$ cat src/segx_pkg.sv
// ----------------------------------------------------------------------------
// segx_pkg
// widths, types and helpers shared by the segment intersection pipeline
// ----------------------------------------------------------------------------
package segx_pkg;

    localparam int COORD_WIDTH = 16;
    localparam int FRAC_BITS   = 4;
    localparam int GATE_WIDTH  = 2 * COORD_WIDTH + 3;
    localparam int DIFF_WIDTH  = COORD_WIDTH + 1;
    localparam int DET_WIDTH   = 2 * DIFF_WIDTH + 1;
    localparam int NUM_WIDTH   = DET_WIDTH + DIFF_WIDTH + 2;
    localparam int DIV_WIDTH   = NUM_WIDTH;
    localparam int TDATA_IN_WIDTH  = 8 * COORD_WIDTH;
    localparam int TDATA_OUT_WIDTH = 40;

    typedef logic signed [COORD_WIDTH-1:0] coord_t;
    typedef logic [DIV_WIDTH-1:0]          mag_t;

    // one divider stage: partial remainder, remaining dividend bits, quotient
    typedef struct packed {
        logic             valid;
        mag_t             rem;
        mag_t             dvd;
        mag_t             quo;
        mag_t             dvs;
        logic             neg;
    } div_lane_t;

    // side information carried alongside the division lanes
    typedef struct packed {
        logic found;
        logic on_first;
        logic on_second;
    } seg_flags_t;

    function automatic coord_t sat_coord(input logic neg, input mag_t q);
        logic [DIV_WIDTH:0] lim;
        begin
            lim = neg ? ({{(DIV_WIDTH+1-COORD_WIDTH){1'b0}}, 1'b1, {(COORD_WIDTH-1){1'b0}}})
                      : ({{(DIV_WIDTH+2-COORD_WIDTH){1'b0}}, {(COORD_WIDTH-1){1'b1}}});
            if ({1'b0, q} > lim)
                sat_coord = neg ? coord_t'({1'b1, {(COORD_WIDTH-1){1'b0}}})
                                : coord_t'({1'b0, {(COORD_WIDTH-1){1'b1}}});
            else
                sat_coord = neg ? coord_t'(-q[COORD_WIDTH-1:0]) : coord_t'(q[COORD_WIDTH-1:0]);
        end
    endfunction

endpackage

$ cat src/segx_div_cell.sv
// ----------------------------------------------------------------------------
// segx_div_cell
// one restoring division step for the x and y lanes, registered
// ----------------------------------------------------------------------------
module segx_div_cell (
    input  logic                   aclk,
    input  logic                   aresetn,
    input  logic                   en,
    input  segx_pkg::div_lane_t    x_in,
    input  segx_pkg::div_lane_t    y_in,
    input  segx_pkg::seg_flags_t   flags_in,
    output segx_pkg::div_lane_t    x_out,
    output segx_pkg::div_lane_t    y_out,
    output segx_pkg::seg_flags_t   flags_out
);
    import segx_pkg::*;

    div_lane_t  x_reg, x_next, y_reg, y_next;
    seg_flags_t flags_reg;

    function automatic div_lane_t step(input div_lane_t a);
        div_lane_t r;
        mag_t      t;
        begin
            r   = a;
            t   = {a.rem[DIV_WIDTH-2:0], a.dvd[DIV_WIDTH-1]};
            r.dvd = {a.dvd[DIV_WIDTH-2:0], 1'b0};
            if (t >= a.dvs) begin
                r.rem = t - a.dvs;
                r.quo = {a.quo[DIV_WIDTH-2:0], 1'b1};
            end else begin
                r.rem = t;
                r.quo = {a.quo[DIV_WIDTH-2:0], 1'b0};
            end
            step = r;
        end
    endfunction

    always_comb begin
        x_next = step(x_in);
        y_next = step(y_in);
    end

    always_ff @(posedge aclk) begin
        if (!aresetn) begin
            x_reg.valid <= 1'b0;
            y_reg.valid <= 1'b0;
        end else if (en) begin
            x_reg     <= x_next;
            y_reg     <= y_next;
            flags_reg <= flags_in;
        end
    end

    assign x_out     = x_reg;
    assign y_out     = y_reg;
    assign flags_out = flags_reg;

endmodule

$ cat config.mk
export PLATFORM = sky130hd
export DESIGN_NAME = segx_div_cell
export DESIGN_NICKNAME = d
export VERILOG_FILES = /design/src/segx_pkg.sv /design/src/segx_div_cell.sv
export SDC_FILE = /design/constraint.sdc
export NUM_CORES = 1
export LEC_CHECK = 0
export BUFFER_PORTS_ARGS = -buffer_cell sky130_fd_sc_hd__buf_4
export CORE_AREA = 2 2 339 341
export DETAILED_ROUTE_END_ITERATION = 12
export DIE_AREA = 0 0 341 343
export GPL_TIMING_DRIVEN = 1
export PLACE_DENSITY_LB_ADDON = 0.05
export SLEW_MARGIN = 0
export SYNTH_ARGS = -nofsm -noshare
export SYNTH_HDL_FRONTEND = slang
export SYNTH_SLANG_ARGS = --single-unit
$ cat constraint.sdc
create_clock -name aclk -period 23.2 [get_ports aclk]
set_input_delay 2.32 -clock aclk [delete_from_list [all_inputs] [get_ports aclk]]
set_output_delay 2.32 -clock aclk [all_outputs]
set_load 0.05 [all_outputs]
After elaboration in Yosys (flattened, before gate mapping)
Cells that the tools add are included.
- multiplexer cells: 4
- order comparisons: 2
- reductions and logical operators: 1
- add/subtract/negate cells: 2
- operators by type and width (cell ; number):
    greater-or-equal comparator 54 bit ; 2
    2-to-1 mux 54 bit ; 2
    subtractor 54 bit ; 2
    2-to-1 mux 1 bit ; 2
    AND reduction 2 bit ; 1
- input bits: 442
- word-level logic and storage cells: 24
- register bits after elaboration: 437

Depth between registers and ports, before layout
Gate-level depths: netlist of the first run.
- depth in word-level cells: 2
- mapped depth: 16

Least setup slack after synthesis of the first run
No wires, ideal clock.
- path kind: input to register
- start point: in en
- end point: reg flags_reg, in the netlist flags_out[0] (enable)
- setup slack: 10.252 ns
- cell stages on the path: 1
- data required time: 22.347 ns
- setup time: 0.853 ns
- arrival: 12.095 ns
- buffers on the path: 0
- cell sequence: and2_1
- cells in the longest elaborated chain, start to end: 1
- RTL lines (what ; RTL line ; text):
    start: declaration ; segx_div_cell.sv:8 ; input logic en,
    AND reduction 2 bit (no source line) ; n/a ;
    end signal: assignment ; segx_div_cell.sv:51 ; flags_reg <= flags_in;
    end: declaration ; segx_div_cell.sv:19 ; seg_flags_t flags_reg;
No other way between the ends.
A chain may end at the register's enable or synchronous reset.

==> out/qor.yml, run 1 <==
status: "finished clean"
dieArea_um2: 117000
maxSlewHeadroom_pct: 29.51
final_nets: 3128
startpoint_type: "input pin"
rsz0062_at_grt: "false"
fin_crit_ns: 6.268
min_path_type: "flip-flop to flip-flop"
cp-startpoint: "y_in[162]"
clk_latency_ns: 0.66
finalSetupTns_ns: 0
crit_path_end_kind: "flip-flop"
synthFlopType: "edfxtp_1"
cp_max_fo: 66
initial_utilization_pct: 18.51
core_um2: 113400
grt-ovfl-total: 0
ant_nets: 0
cts_buffers: 57
cap_viol_max_count: 0
critical_path_required_ns: 23.58
maxSlewViolCount: 0
hold_violations: 0
post_cts_buffers: 0
post_cts_resized: 0
wirelength_mm: 86.10
area_growth_pct: 48.24
grt_pass1_wl_mm: 121.4
drc: 0
track_usage_pct: 14.08
port_buffers: 874
finalClockSkew_ns: 0
setup_viol: 0
avgSynthCellArea_um2: 12.37
yosys_warnings: 0
grt_max_degree: 73
tightest_slew_ns: 1.057
io_pins: 881
die_w_um: 341
yosysUniqueCellTypes: 79
synth-seq-cells: 437
num_rows: 124
avgRoutedWirePerCell_um: 20.82
netlist_area_um2: 20990
die_h_um: 343
synthArstFlopShare_pct: 0
first_global_vias: 17610
clk_pin_slew_ns: 0.06
htreeDepth: 2
vias: 16720
worstReg2RegStart: "y_out[217]"
p_leak_nw: 13.05
cts_hold_buf: 0
clockRootBuffer: "clkbuf_16"
netlist_instances: 1697
fin_cells: 4136
cp.arrival_ns: 6.65
clock_path_buffers: 3
peakVddDrop_mv: 0.05393
powerDensity_nw_per_um2: 80.77
yosysSeqAreaShare_pct: 62.43
min_from: "x_out[217]"
dp.cells: 4029
vias_per_cell: 4.043
drt_iter0_drc: 756
worst-setup-path-type: "input pin to flip-flop"
cts_sinks: 437
finalCritPeriodShare_pct: 27.02
dpl.hpwl_mm: 69.65
drive_gt1_share_pct: 37.80
synth_edf_count: 435
antenna_found_initial: 12
cts_tree: "done"
max_freq_ghz: 0.1595
gp_congestion: 0.7635
fill_cells: 12070
first_pass_iters: 7
-- sequential cells by signal, indices dropped and copies added, names as in the netlist --
register	flops
x_out	217
flags_out	3
y_out	217
-- per-stage QoR --
step	hold slack, ns	area [um2]	utilization [%]	setup WS [ns]	power [mW]
2_1_floorplan	0.7429	20990	-	10.25	1.397
3_3_place_gp	0.5117	29210	25.75	16.19	1.625
3_5_place_dp	0.5319	29210	25.75	16.20	1.624
4_1_cts	0.5431	31110	27.43	16.91	2.571
5_1_grt	0.5712	31110	27.43	16.73	2.632
6_report	0.5371	31110	27.43	16.93	2.513
-- placed cells by master (no fill, tap or decap), types with 56 or more instances in the layout --
cell type | netlist | final
a21o_1 | 56 | 56
a21oi_1 | 202 | 202
ha_1 | 108 | 108
xnor2_1 | 62 | 62
edfxtp_1 | 435 | 435
clkbuf_16 | 0 | 58
buf_4 | 7 | 886
inv_1 | 145 | 145
nor2_1 | 140 | 140
o21ai_0 | 62 | 62
nand2_1 | 82 | 82
-- worst max-delay path: stages --
cell and delay [ns]:
buf_4 0.11, inv_1 0.05, ha_1 0.14, inv_1 0.07, fa_1 0.40, a21o_1 0.19, a21oi_2 0.21, o21ai_1 0.13
a211oi_2 0.42, a2bb2oi_1 0.55, o21ba_1 0.25, o21ai_2 0.12, a311o_2 0.68, buf_4 0.43, mux2_1 0.44
-- worst paths after layout --
kind,to,slack [ns],depth (start not counted)
worst min register to register,x_out[217],0.54,2
worst max register to register,y_out[217],22.59,2
worst max-delay path,y_out[202],16.93,15
worst min-delay path,x_out[217],0.54,2
-- synthesized netlist by cell type (all sizes together), types with 19 or more instances --
master | count | area share (%)
nand3 | 29 | 0.69
a31oi | 19 | 0.57
xor2 | 36 | 1.5
inv | 145 | 2.6
o21ai | 75 | 1.9
nand4 | 30 | 0.89
buf | 25 | 0.82
nand2 | 82 | 1.5
mux2 | 20 | 1.1
a21o | 56 | 2.0
nor2 | 141 | 2.5
xnor2 | 62 | 2.6
ha | 108 | 6.4
a21oi | 203 | 4.9
edfxtp | 435 | 62
o21bai | 19 | 0.70
clkbuf | 42 | 0.80
-- kinds of logic after synthesis --
group           after synthesis  share of synthesized area, %
fa+ha+maj                   110                         6.629
simple gates                358                         7.840
compound gates              458                         13.55
other cells                   1                       0.01787
buf+inv                     212                         4.209
flops                       437                         62.43
mux                          23                         1.234
xor+xnor                     98                         4.090
-- power by group --
part           leakage (nW)  switching (mW)  total, mW  internal (mW)
Sequential             4.11          0.0161      0.959          0.943
Clock                 0.916           0.370      0.915          0.545
Combinational          8.02           0.426      0.638          0.212
Total                  13.0           0.812       2.51           1.70
-- routing by layer --
metal	routed length [um]	vias up	track usage (%)
met3	6917	103	4.915
met1	32810	8012	15.67
met4	1982	14	3.928
met5	108	-	0
met2	44280	552	25.31
li1	-	8040	-
-- area by class of cell --
class	count	area, um2	share of cell area (%)
diodes	2	5.005	0.01609
clock buffers	76	1549	4.979
clock inverters	29	350.3	1.126
inverters	145	544.3	1.749
multi-input cells	1049	7017	22.55
flip-flops and latches	437	13100	42.12
well taps	1512	1892	6.081
repair buffers	886	6651	21.38
(Power assumes the default switching activity.)
==> inputs of run 2 (changes only) <==
clock period = 6.44 ns   (was 23.2 ns; I/O delays follow)
==> out/qor.yml, run 2 (same netlist as run 1, synthesis figures left out) <==
io_pins: 881  # unchanged
clk_latency_ns: 0.63  # -0.03 ns
wirelength_mm: 86.50  # +0.46%
vias_per_cell: 4.040  # about the same
met3_usage_pct: 5.048  # +0.13 points
powerDensity_nw_per_um2: 284.6  # +250%
htreeDepth: 2  # unchanged
rsz0062_at_grt: "false"
max_freq_ghz: 0.2383
cts_tree: "done"
setup_viol: 0  # unchanged
cp.arrival_ns: 4.57  # -2.08 ns
dpl.hpwl_mm: 69.77  # +0.16%
drt_iter0_drc: 837  # +11%
clock_path_buffers: 3  # unchanged
cp_max_fo: 66  # unchanged
final_nets: 3124  # -0.13%
fin_crit_ns: 4.196
peakVddDrop_mv: 0.1891  # +250%
fill_cells: 12020  # -0.40%
clk_pin_slew_ns: 0.06  # about the same
layout_common_cells: "buf_4, edfxtp_1, a21oi_1, inv_1, nor2_1"
ant_nets: 0  # unchanged
post_cts_buffers: 0  # unchanged
grt_use_met2_pct: 25.06  # -0.25 points
status: "finished clean"
area_growth_pct: 47.67
die_w_um: 341  # unchanged
final_common_cell: "buf_4"
grt-ovfl-total: 0  # unchanged
dieArea_um2: 117000  # unchanged
die_h_um: 343  # unchanged
min_from: "x_in[153]"
clockRootBuffer: "clkbuf_16"
fin_area_um2: 30990  # -0.38%
first_pass_iters: 5  # -2
reg2regPathDepth: 2  # unchanged
maxSlewViolCount: 0  # unchanged
track_usage_pct: 14.05  # -0.029 points
port_buffers: 874  # unchanged
p_leak_nw: 12.99  # -0.45%
finalClockSkew_ns: 0  # unchanged
post_cts_resized: 0  # unchanged
regArea_um2: 13100  # unchanged
grt_max_degree: 148  # +100%
cts_buffers: 55  # -3.5%
multi_input_area_um2: 7017  # unchanged
drive_gt1_share_pct: 37.82  # about the same
initial_utilization_pct: 18.51  # unchanged
hold_violations: 0  # unchanged
place_area_um2: 29240  # +0.12%
worstReg2RegStart: "y_out[217]"
avgRoutedWirePerCell_um: 20.93  # +0.56%
grt_pass1_wl_mm: 121.4  # unchanged
num_rows: 124  # unchanged
startpoint_type: "input pin"
cap_viol_max_count: 0  # unchanged
crit_path_end_kind: "flip-flop"
cp-startpoint: "x_in[29]"
cts_hold_buf: 0  # unchanged
grtUsageMet1_pct: 15.49  # -0.17 points
p_total_mw: 8.820  # +250%
gp_congestion: 0.7941  # +4.0%
grt-busiest-layer: "met2"
drc: 0  # unchanged
vias: 16690  # -0.16%
antenna_found_initial: 19  # +7
min_path_type: "input pin to flip-flop"
first_global_vias: 17710  # +0.56%
core_um2: 113400  # unchanged
whs_path_depth: 1  # -1
finalSetupTns_ns: 0  # unchanged
worst-setup-path-type: "input pin to flip-flop"
maxSlewHeadroom_pct: 8.595  # -21 points
tightest_slew_ns: 1.371  # +0.3137 ns
cts_sinks: 437  # unchanged
critical_path_required_ns: 6.81  # -16.77 ns
finalCritPeriodShare_pct: 65.16
==> run 2: power breakdown <==
| group | leakage (nW) | switching (mW) | total, mW | internal [mW] |
|---|---|---|---|---|
| logic | 8.02 | 1.54 | 2.31 | 0.770 |
| registers | 4.11 | 0.0599 | 3.46 | 3.40 |
| clock network | 0.852 | 1.30 | 3.05 | 1.75 |
| total | 13.0 | 2.90 | 8.82 | 5.92 |
==> run 2: area by class of cell <==
type / count / share of cell area (%)
inverter: 145 / 1.756
clock inverter: 28 / 0.7832
tap: 1512 / 6.104
clock buffer: 75 / 4.849
multi-input combinational: 1049 / 22.64
sequential: 437 / 42.28
timing repair buffer: 884 / 21.57
antenna: 2 / 0.01615
==> run 2: per-stage QoR <==
stage	hold slack, ns	utilization (%)	setup WS, ns	std cells
after floorplan	0.7429	-	0.01340	1698
after global placement	0.5111	25.78	1.513	4027
after detailed placement	0.5180	25.78	1.538	4027
after CTS	0.09924	27.32	2.241	4130
after global routing	0.1119	27.32	1.992	4131
final	0.1741	27.33	2.244	4132
==> run 2: final timing paths <==
check                                  end  slack (ns)
worst max register to register  y_out[217]        5.84
worst min register to register  x_out[217]        0.53
worst min-delay path            x_out[154]        0.17
worst max-delay path            x_out[175]        2.24
==> run 2: routing by layer <==
| metal | part of all wire [%] | up-vias |
|---|---|---|
| met2 | 51 | 562 |
| met5 | 0.20 | - |
| li1 | - | 8028 |
| met4 | 2.8 | 24 |
| met3 | 8.4 | 129 |
| met1 | 38 | 7951 |
==> run 2: worst max-delay path: stages <==
cell and delay, ns:
buf_4 0.10, inv_1 0.05, ha_1 0.44, nand4_1 0.19, nor3_1 0.59, nand2_1 0.16, a311oi_1 0.36, nor2_1 0.24
a21oi_1 0.27, a21oi_1 0.20, o21bai_4 0.53, buf_12 0.33, mux2_1 0.36
